File: config.mk
export PLATFORM = sky130hd
export DESIGN_NAME = sos_button_multiclick_longpress_top_flat
export DESIGN_NICKNAME = d
export VERILOG_FILES = /design/src/design/sosbtn_pkg.sv /design/src/design/sosbtn_if.sv /design/src/design/sosbtn_step.sv /design/src/design/sos_button_multiclick_longpress_top.sv /design/src/flat_wrapper.sv
export SDC_FILE = /design/constraint.sdc
export NUM_CORES = 1
export LEC_CHECK = 0
export BUFFER_PORTS_ARGS = -buffer_cell sky130_fd_sc_hd__buf_2
export CORE_MARGIN = 4
export CORE_UTILIZATION = 55
export DETAILED_ROUTE_END_ITERATION = 8
export PLACE_DENSITY_LB_ADDON = 0.2
export SLEW_MARGIN = 20
export SYNTH_ARGS = -nofsm -noshare
export SYNTH_HDL_FRONTEND = slang
export SYNTH_SLANG_ARGS = --single-unit
File: constraint.sdc
create_clock -name clk -period 7.9 [get_ports clk]
set_input_delay 0.79 -clock clk [delete_from_list [all_inputs] [get_ports clk]]
set_output_delay 0.79 -clock clk [all_outputs]
set_load 0.01 [all_outputs]
File: src/design/sosbtn_pkg.sv
// sosbtn_pkg: shared types and constants for the button multi-click / long-press detector
// mode codes, configuration register indexes, reset defaults and the config struct
// no dependencies
`timescale 1ns / 1ps

package sosbtn_pkg;

    // fsm mode codes
    localparam logic [2:0] MODE_IDLE  = 3'd0;
    localparam logic [2:0] MODE_CLICK = 3'd1;
    localparam logic [2:0] MODE_CHECK = 3'd2;
    localparam logic [2:0] MODE_LONG  = 3'd3;
    localparam logic [2:0] MODE_STUCK = 3'd4;

    // configuration register indexes
    localparam logic [2:0] REG_DEBOUNCE = 3'd0;
    localparam logic [2:0] REG_LONG     = 3'd1;
    localparam logic [2:0] REG_WINDOW   = 3'd2;
    localparam logic [2:0] REG_STUCK    = 3'd3;
    localparam logic [2:0] REG_CLICKS   = 3'd4;

    // configuration reset values
    localparam logic [15:0] DEBOUNCE_RST = 16'd50;
    localparam logic [15:0] LONG_RST     = 16'd2000;
    localparam logic [15:0] WINDOW_RST   = 16'd4000;
    localparam logic [15:0] STUCK_RST    = 16'd40000;
    localparam logic [2:0]  CLICKS_RST   = 3'd3;

    typedef struct packed {
        logic [15:0] debounce_ms;
        logic [15:0] long_press_ms;
        logic [15:0] click_window_ms;
        logic [15:0] stuck_fault_ms;
        logic [2:0]  clicks_needed;
    } cfg_t;

endpackage

File: src/design/sosbtn_if.sv
// sosbtn_in_if / sosbtn_out_if: valid-ready channels for samples and results
// payload widths follow the fixed field widths
// no dependencies
`timescale 1ns / 1ps

interface sosbtn_in_if;
    logic        valid;
    logic        ready;
    logic        pressed;
    logic [31:0] now_ms;

    modport source (output valid, output pressed, output now_ms, input ready);
    modport sink (input valid, input pressed, input now_ms, output ready);
endinterface

interface sosbtn_out_if;
    logic       valid;
    logic       ready;
    logic       call_request;
    logic       stuck_fault;
    logic [2:0] mode;

    modport source (output valid, output call_request, output stuck_fault, output mode,
                    input ready);
    modport sink (input valid, input call_request, input stuck_fault, input mode,
                  output ready);
endinterface

File: src/design/sosbtn_step.sv
// sosbtn_step: next-state and result logic for one button sample
// pure combinational; uses sosbtn_pkg for mode codes and the config struct
`timescale 1ns / 1ps

module sosbtn_step #(
    parameter int TIME_BITS = 32
) (
    input  sosbtn_pkg::cfg_t         cfg,
    input  logic                     pressed,
    input  logic [TIME_BITS-1:0]     now,
    input  logic [2:0]               mode,
    input  logic [2:0]               press_count,
    input  logic                     count_active,
    input  logic [TIME_BITS-1:0]     window_start,
    input  logic [TIME_BITS-1:0]     press_start,
    output logic [2:0]               mode_next,
    output logic [2:0]               press_count_next,
    output logic                     count_active_next,
    output logic [TIME_BITS-1:0]     window_start_next,
    output logic [TIME_BITS-1:0]     press_start_next,
    output logic                     call
);

    logic [TIME_BITS-1:0] since_window;
    logic [TIME_BITS-1:0] since_press;
    logic [TIME_BITS-1:0] debounce_lim;
    logic [TIME_BITS-1:0] long_lim;
    logic [TIME_BITS-1:0] window_lim;
    logic [TIME_BITS-1:0] stuck_lim;

    // wrapping elapsed times and zero-extended thresholds
    assign since_window = now - window_start;
    assign since_press  = now - press_start;
    assign debounce_lim = TIME_BITS'(cfg.debounce_ms);
    assign long_lim     = TIME_BITS'(cfg.long_press_ms);
    assign window_lim   = TIME_BITS'(cfg.click_window_ms);
    assign stuck_lim    = TIME_BITS'(cfg.stuck_fault_ms);

    // mode transitions
    always_comb
    begin
        mode_next         = mode;
        press_count_next  = press_count;
        count_active_next = count_active;
        window_start_next = window_start;
        press_start_next  = press_start;
        call              = 1'b0;

        case (mode)
            sosbtn_pkg::MODE_CLICK:
            begin
                if (pressed)
                begin
                    if (since_press >= debounce_lim)
                    begin
                        if (press_count < cfg.clicks_needed)
                        begin
                            press_count_next = press_count + 3'd1;
                            mode_next        = sosbtn_pkg::MODE_CHECK;
                        end
                        else
                        begin
                            count_active_next = 1'b0;
                            press_count_next  = '0;
                            window_start_next = '0;
                            mode_next         = sosbtn_pkg::MODE_IDLE;
                            press_start_next  = '0;
                        end
                    end
                end
                else
                begin
                    count_active_next = 1'b0;
                    press_count_next  = '0;
                    window_start_next = '0;
                    mode_next         = sosbtn_pkg::MODE_IDLE;
                    press_start_next  = '0;
                end
            end
            sosbtn_pkg::MODE_CHECK:
            begin
                if (since_window <= window_lim)
                begin
                    if (count_active && (press_count >= cfg.clicks_needed))
                    begin
                        call              = 1'b1;
                        count_active_next = 1'b0;
                        press_count_next  = '0;
                        window_start_next = '0;
                        mode_next         = sosbtn_pkg::MODE_IDLE;
                        press_start_next  = '0;
                    end
                    else if (pressed)
                    begin
                        if (since_press >= long_lim)
                        begin
                            count_active_next = 1'b0;
                            press_count_next  = '0;
                            window_start_next = '0;
                            mode_next         = sosbtn_pkg::MODE_LONG;
                        end
                    end
                    else
                    begin
                        mode_next        = sosbtn_pkg::MODE_IDLE;
                        press_start_next = '0;
                    end
                end
                else
                begin
                    mode_next        = sosbtn_pkg::MODE_IDLE;
                    press_start_next = '0;
                end
            end
            sosbtn_pkg::MODE_LONG:
            begin
                if (pressed)
                begin
                    if (since_press >= stuck_lim)
                    begin
                        mode_next = sosbtn_pkg::MODE_STUCK;
                    end
                end
                else
                begin
                    call             = 1'b1;
                    mode_next        = sosbtn_pkg::MODE_IDLE;
                    press_start_next = '0;
                end
            end
            sosbtn_pkg::MODE_STUCK:
            begin
                if (!pressed)
                begin
                    mode_next        = sosbtn_pkg::MODE_IDLE;
                    press_start_next = '0;
                end
            end
            default:
            begin
                // idle, and any unused code
                if (pressed)
                begin
                    press_start_next = now;
                    if (!count_active)
                    begin
                        count_active_next = 1'b1;
                        press_count_next  = '0;
                        window_start_next = now;
                    end
                    else if (since_window > window_lim)
                    begin
                        press_count_next  = '0;
                        window_start_next = now;
                    end
                    mode_next = sosbtn_pkg::MODE_CLICK;
                end
                else if (count_active)
                begin
                    press_start_next = now;
                    if (since_window > window_lim)
                    begin
                        count_active_next = 1'b0;
                        press_count_next  = '0;
                        window_start_next = '0;
                    end
                end
            end
        endcase
    end

endmodule

File: src/design/sos_button_multiclick_longpress_top.sv
// Button multi-click / long-press detector with stuck-button fault.
// A sample is accepted into the input register and its result moves to the result
// register when the result side is free; throughput is one sample per cycle while
// results are taken, set by the single next-state pass between the two registers.
// Reset (rst_n low, asynchronous) clears the fsm state to idle with no window open
// and loads the configuration registers with their default values.
// depends on sosbtn_pkg, sosbtn_if and sosbtn_step
`timescale 1ns / 1ps

module sos_button_multiclick_longpress_top #(
    parameter int TIME_BITS = 32
) (
    input  logic                 clk,
    input  logic                 rst_n,
    sosbtn_in_if.sink            sample,
    sosbtn_out_if.source         result,
    input  logic                 wr_en,
    input  logic [2:0]           wr_index,
    input  logic [15:0]          wr_data
);

    sosbtn_pkg::cfg_t        cfg_reg;

    logic                    in_valid_reg;
    logic                    in_pressed_reg;
    logic [TIME_BITS-1:0]    in_now_reg;

    logic [2:0]              mode_reg;
    logic [2:0]              press_count_reg;
    logic                    count_active_reg;
    logic [TIME_BITS-1:0]    window_start_reg;
    logic [TIME_BITS-1:0]    press_start_reg;

    logic                    out_valid_reg;
    logic                    out_call_reg;
    logic                    out_stuck_reg;
    logic [2:0]              out_mode_reg;

    logic [2:0]              mode_next;
    logic [2:0]              press_count_next;
    logic                    count_active_next;
    logic [TIME_BITS-1:0]    window_start_next;
    logic [TIME_BITS-1:0]    press_start_next;
    logic                    call_next;

    logic                    out_free;
    logic                    advance;
    logic                    in_ready;

    // pipeline flow control
    assign out_free     = !out_valid_reg || result.ready;
    assign advance      = in_valid_reg && out_free;
    assign in_ready     = !in_valid_reg || out_free;
    assign sample.ready = in_ready;

    // configuration registers
    always_ff @(posedge clk or negedge rst_n)
    begin
        if (!rst_n)
        begin
            cfg_reg.debounce_ms     <= sosbtn_pkg::DEBOUNCE_RST;
            cfg_reg.long_press_ms   <= sosbtn_pkg::LONG_RST;
            cfg_reg.click_window_ms <= sosbtn_pkg::WINDOW_RST;
            cfg_reg.stuck_fault_ms  <= sosbtn_pkg::STUCK_RST;
            cfg_reg.clicks_needed   <= sosbtn_pkg::CLICKS_RST;
        end
        else if (wr_en)
        begin
            case (wr_index)
                sosbtn_pkg::REG_DEBOUNCE: cfg_reg.debounce_ms     <= wr_data;
                sosbtn_pkg::REG_LONG:     cfg_reg.long_press_ms   <= wr_data;
                sosbtn_pkg::REG_WINDOW:   cfg_reg.click_window_ms <= wr_data;
                sosbtn_pkg::REG_STUCK:    cfg_reg.stuck_fault_ms  <= wr_data;
                sosbtn_pkg::REG_CLICKS:   cfg_reg.clicks_needed   <= wr_data[2:0];
                default:                  ;
            endcase
        end
    end

    // input register
    always_ff @(posedge clk or negedge rst_n)
    begin
        if (!rst_n)
        begin
            in_valid_reg <= 1'b0;
        end
        else if (in_ready)
        begin
            in_valid_reg <= sample.valid;
        end
    end

    always_ff @(posedge clk)
    begin
        if (in_ready && sample.valid)
        begin
            in_pressed_reg <= sample.pressed;
            in_now_reg     <= sample.now_ms[TIME_BITS-1:0];
        end
    end

    // next-state logic
    sosbtn_step #(
        .TIME_BITS (TIME_BITS)
    ) u_step (
        .cfg               (cfg_reg),
        .pressed           (in_pressed_reg),
        .now               (in_now_reg),
        .mode              (mode_reg),
        .press_count       (press_count_reg),
        .count_active      (count_active_reg),
        .window_start      (window_start_reg),
        .press_start       (press_start_reg),
        .mode_next         (mode_next),
        .press_count_next  (press_count_next),
        .count_active_next (count_active_next),
        .window_start_next (window_start_next),
        .press_start_next  (press_start_next),
        .call              (call_next)
    );

    // fsm state, updated as an item moves to the result register
    always_ff @(posedge clk or negedge rst_n)
    begin
        if (!rst_n)
        begin
            mode_reg         <= sosbtn_pkg::MODE_IDLE;
            press_count_reg  <= '0;
            count_active_reg <= 1'b0;
            window_start_reg <= '0;
            press_start_reg  <= '0;
        end
        else if (advance)
        begin
            mode_reg         <= mode_next;
            press_count_reg  <= press_count_next;
            count_active_reg <= count_active_next;
            window_start_reg <= window_start_next;
            press_start_reg  <= press_start_next;
        end
    end

    // result register
    always_ff @(posedge clk or negedge rst_n)
    begin
        if (!rst_n)
        begin
            out_valid_reg <= 1'b0;
        end
        else if (out_free)
        begin
            out_valid_reg <= in_valid_reg;
        end
    end

    always_ff @(posedge clk)
    begin
        if (advance)
        begin
            out_call_reg  <= call_next;
            out_stuck_reg <= (mode_next == sosbtn_pkg::MODE_STUCK);
            out_mode_reg  <= mode_next;
        end
    end

    assign result.valid        = out_valid_reg;
    assign result.call_request = out_call_reg;
    assign result.stuck_fault  = out_stuck_reg;
    assign result.mode         = out_mode_reg;

    // state moves only when an item advances
    a_state_hold: assert property (@(posedge clk) disable iff (!rst_n)
        !advance |=> $stable(mode_reg) && $stable(press_count_reg)
                     && $stable(count_active_reg))
        else $error("fsm state changed without an item advancing");

    // input side stalls only when both stages are full and the result is held
    a_stall_cause: assert property (@(posedge clk) disable iff (!rst_n)
        !in_ready |-> in_valid_reg && out_valid_reg && !result.ready)
        else $error("input stalled without a full pipeline");

    // no count survives a closed window
    a_count_window: assert property (@(posedge clk) disable iff (!rst_n)
        !count_active_reg |-> press_count_reg == 3'd0)
        else $error("press count nonzero with no window open");

    // releasing a long press issues a call and returns to idle
    a_long_release: assert property (@(posedge clk) disable iff (!rst_n)
        advance && mode_reg == sosbtn_pkg::MODE_LONG && !in_pressed_reg
        |=> out_call_reg && mode_reg == sosbtn_pkg::MODE_IDLE)
        else $error("long press release did not issue a call");

    // a call never coincides with the stuck state
    a_call_not_stuck: assert property (@(posedge clk) disable iff (!rst_n)
        out_valid_reg |-> !(out_call_reg && out_stuck_reg))
        else $error("call issued while stuck");

endmodule

File: src/flat_wrapper.sv
// flat-port wrapper written by rule: the top's interface ports become plain ports
module sos_button_multiclick_longpress_top_flat 
#(
    parameter int TIME_BITS = 32
)
  (clk, rst_n, wr_en, wr_index, wr_data, sample_valid, sample_pressed, sample_now_ms, sample_ready, result_valid, result_call_request, result_stuck_fault, result_mode, result_ready);
  sosbtn_in_if sample_i ();
  sosbtn_out_if result_i ();
  input  logic clk;
  input  logic rst_n;
  input  logic wr_en;
  input  logic [2:0] wr_index;
  input  logic [15:0] wr_data;
  input wire logic [$bits(sample_i.valid)-1:0] sample_valid;
  input wire logic [$bits(sample_i.pressed)-1:0] sample_pressed;
  input wire logic [$bits(sample_i.now_ms)-1:0] sample_now_ms;
  output wire logic [$bits(sample_i.ready)-1:0] sample_ready;
  output wire logic [$bits(result_i.valid)-1:0] result_valid;
  output wire logic [$bits(result_i.call_request)-1:0] result_call_request;
  output wire logic [$bits(result_i.stuck_fault)-1:0] result_stuck_fault;
  output wire logic [$bits(result_i.mode)-1:0] result_mode;
  input wire logic [$bits(result_i.ready)-1:0] result_ready;
  assign sample_i.valid = sample_valid;
  assign sample_i.pressed = sample_pressed;
  assign sample_i.now_ms = sample_now_ms;
  assign sample_ready = sample_i.ready;
  assign result_valid = result_i.valid;
  assign result_call_request = result_i.call_request;
  assign result_stuck_fault = result_i.stuck_fault;
  assign result_mode = result_i.mode;
  assign result_i.ready = result_ready;
  sos_button_multiclick_longpress_top #(.TIME_BITS(TIME_BITS)) u_core (.clk(clk), .rst_n(rst_n), .sample(sample_i), .result(result_i), .wr_en(wr_en), .wr_index(wr_index), .wr_data(wr_data));
endmodule
==> results.tsv <==
stage	metric	value	unit
die	die area	25700	um2
critical_path	Reg-to-Reg Start	u_core.in_now_reg[0]	
timing	Layout Skew	20.6	ps
timing	Final Cycle Share	76.7	%
worst_hold_path	HP Class	in2async	
die	Initial Utilization	56.1	%
timing	final hold viol count	0	
logic_synthesis	area share of and/or/nand/nor cells after synthesis	14.4	%
timing	Tmin final	6060	ps
clocking	Clk pin slew, worst setup/hold paths	80	ps
die	Core Area	22800	um2
drt	post-route ant nets	0	
global_routing	GR Overflow Total	0	
logic_synthesis	area leader, netlist	dfrtp_1	
drt	drt wl/cell	17.8	um
critical_path	Crit. End Element	flip-flop	
logic_synthesis	mux contribution to synthesized area	4.92	%
die	DIE WIDTH	160	um
logic_synthesis	Area contributors post-synth	dfrtp_1 23%, ha_1 13%, edfxtp_1 8.9%	
logic_synthesis	adder-cell share of the synthesized area	13.0	%
critical_path	CP Data Required Time	8250	ps
critical_path	critical setup path kind	reg2reg	
global_routing	number of antenna violations at the first check in global routing	0	
finish	max FFs per register	67	
critical_path	r2r endpoint	u_core.window_start_reg[9]	
clocking	clock buffers created by TritonCTS	17	
die	num rows	55	
logic_synthesis	distinct cell type count after synthesis	90	
timing	Fin Setup TNS	0	ps
clocking	worst skew pair latency	450	ps
logic_synthesis	largest family of logic cells by synthesized area	compound AO/OA/AOI/OAI gates	
timing	RSZ-0062 raised after global routing	false	
critical_path	crit start category	flip-flop	
timing	Max-Slew Margin vs Limit	28.0	%
drt	drt drc	0	
clocking	PostCTS Resize Cnt	0	
clocking	clk buf depth	2	
logic_synthesis	mapped cell area	12800	um2
logic_synthesis	Compound-Gate Fraction of Synth Area	21.6	%
drt	drt first-iter violations	732	
global_routing	global-route wire length before repair	51500	um
logic_synthesis	top_reg_cell synth	dfrtp_1	
flow_run	max-cap violations	0	
critical_path	R2R setup slack	1840	ps
drt	Vias	10400	
timing	# setup viols final	0	
logic_synthesis	Syn Area/Cell	9.10	um2
status	status	completed	
finish	Antenna diodes	0	
logic_synthesis	Ys Warns	0	
critical_path	WP data arrival	6410	ps
drt	final WL	31300	um
drt	drt first pass iters	5	
power_and_ir_drop	IR drop worst, VDD	0.000154	V
power_and_ir_drop	Leak	0.00619	uW
logic_synthesis	Syn Inst Count	1405	
placement	RD Place Congestion	0.903	
logic_synthesis	Async SR Flop Fraction	78.7	%
timing	max frequency	165	MHz
drt	vias per std cell	5.90	
timing	worst-margin pin slew	1080	ps
finish	Syn-to-layout area delta	8.52	%
critical_path	CP Max Fanout	32	
logic_synthesis	Yosys top cell area share	23.1	%
logic_synthesis	post-synthesis sequential area ratio	36.6	%
clocking	Post-CTS Setup Bufs	0	
logic_synthesis	syn_nets	1594	
clocking	clock root buffer	clkbuf_16	
power_and_ir_drop	Power Dens Cells	395	nW/um2
placement	IO buf count	63	
finish	fraction of layout cells with a size suffix above 1	12.5	%
logic_synthesis	Yosys reg bits	178	
die	chip height	160	um
clocking	# hold bufs at CTS	0	
timing	Slew Viols, Final	0	
finish	nets	1621	
global_routing	vias in the first global route	9886	
die	IO Count	64	
clocking	Clock Sinks	178	
logic_synthesis	Synth Area in XOR/XNOR	2.60	%
clocking	H-tree levels	4	
placement	Post-DP HPWL	24000	um
clocking	CTS tree	yes	
logic_synthesis	Post-synth EDFFs	38	
global_routing	GRT Resource Usage Total	24.5	%
power_and_ir_drop	Final Power	5480	uW
global_routing	largest net degree at the start of global routing	78	
critical_path	worst reg-to-reg path cell count	21	
-- cell type report --
class / instances / area, um2
fillers: 1923 / 8910
multi-input cells: 1012 / 7260
flip-flops and latches: 178 / 4670
inverters: 154 / 578
clock buffers: 18 / 429
well taps: 313 / 392
repair buffers: 69 / 370
clock inverters: 14 / 168
-- power breakdown --
part / switching (uW) / leakage [uW] / internal, uW
registers: 137 / 0.00210 / 1200
clock network: 419 / 0.000293 / 453
logic: 1950 / 0.00380 / 1310
total: 2510 / 0.00619 / 2970
-- routing by layer --
metal	vias up	GRT usage, %	part of all wire [%]
li1	5126	-	-
met1	4984	35.4	48
met2	232	39.6	47
met3	36	2.90	3.9
met4	0	6.10	1.7
met5	-	0	0
-- cell families after synthesis --
family | after synthesis
AO/OA/AOI/OAI | 411
XOR/XNOR | 38
adder cells (fa/ha/maj) | 132
buffers and inverters | 215
flip-flops | 178
multiplexers | 60
AND/OR/NAND/NOR | 371
-- worst max-delay path, stage by stage, from the launching register on --
cell and delay, ps:
edfxtp_1 380, inv_1 70, ha_1 210, fa_1 410
nor2b_1 180, o2111ai_1 200, a21oi_1 260, nand2b_1 230
a31oi_1 120, xnor2_1 160, ha_1 300, nand4_1 120
nor4_1 390, a21oi_1 130, nor4_1 300, nand4_1 130
nand4b_1 220, nor4_2 570, a21oi_1 140, o21ai_1 250
or3_2 880, mux2i_1 280
-- metrics by stage --
step	instance area (um2)	setup slack, ps	instances	hold WS, ps	util, %
3_5_place_dp	13300	1910	1726	482	58.2
6_report	13900	1840	1758	327	60.9
3_3_place_gp	13300	2150	1726	469	58.2
2_1_floorplan	12800	3210	1405	457	-
5_1_grt	13900	1310	1758	371	60.9
4_1_cts	13900	1860	1758	344	60.9
-- worst max path at each step --
| stage | to | startpoint |
|---|---|---|
| floorplan | u_core.window_start_reg[10] | u_core.in_now_reg[0] |
| global placement | u_core.window_start_reg[0] | u_core.in_now_reg[0] |
| detailed placement | u_core.window_start_reg[9] | u_core.in_now_reg[0] |
| CTS | u_core.window_start_reg[9] | u_core.in_now_reg[0] |
| global route | u_core.window_start_reg[6] | u_core.in_now_reg[0] |
| finish | u_core.window_start_reg[9] | u_core.in_now_reg[0] |
-- cell usage after synthesis (11+ instances only) --
cell type and instances:
nand2_1 166, inv_1 154, ha_1 130, dfrtp_1 118
o21ai_0 107, a21oi_1 91, nor2_1 47, edfxtp_1 38
mux2i_1 37, a22o_1 32, clkbuf_1 29, nand4_1 29
a21o_1 26, buf_2 25, mux2_2 23, xnor2_1 23
dfstp_2 22, nand2b_1 18, nor3_1 18, a211oi_1 17
o21a_1 16, nand3_1 15, xor2_1 15, nor2b_1 14
o21ai_1 13, a31oi_1 11, nor4_1 11
-- placed cells by master (no fill, tap or decap), drive strengths merged, types with 5 or more instances in the layout --
cell     instances
nand2          167
inv            162
ha             130
o21ai          120
dfrtp          118
a21oi           95
buf             69
nor2            48
edfxtp          38
mux2i           37
a22o            32
nand4           29
a21o            26
xnor2           23
mux2            23
dfstp           22
a211oi          19
nand2b          18
nor3            18
clkbuf          18
o21a            16
xor2            15
nand3           15
nor2b           14
nor4            12
a31oi           11
o211ai          11
or3             10
a2111oi          9
o2111ai          8
and2             6
a221oi           6
a21boi           6
o21bai           5
nor3b            5
clkinv           5
(Power assumes the default switching activity.)
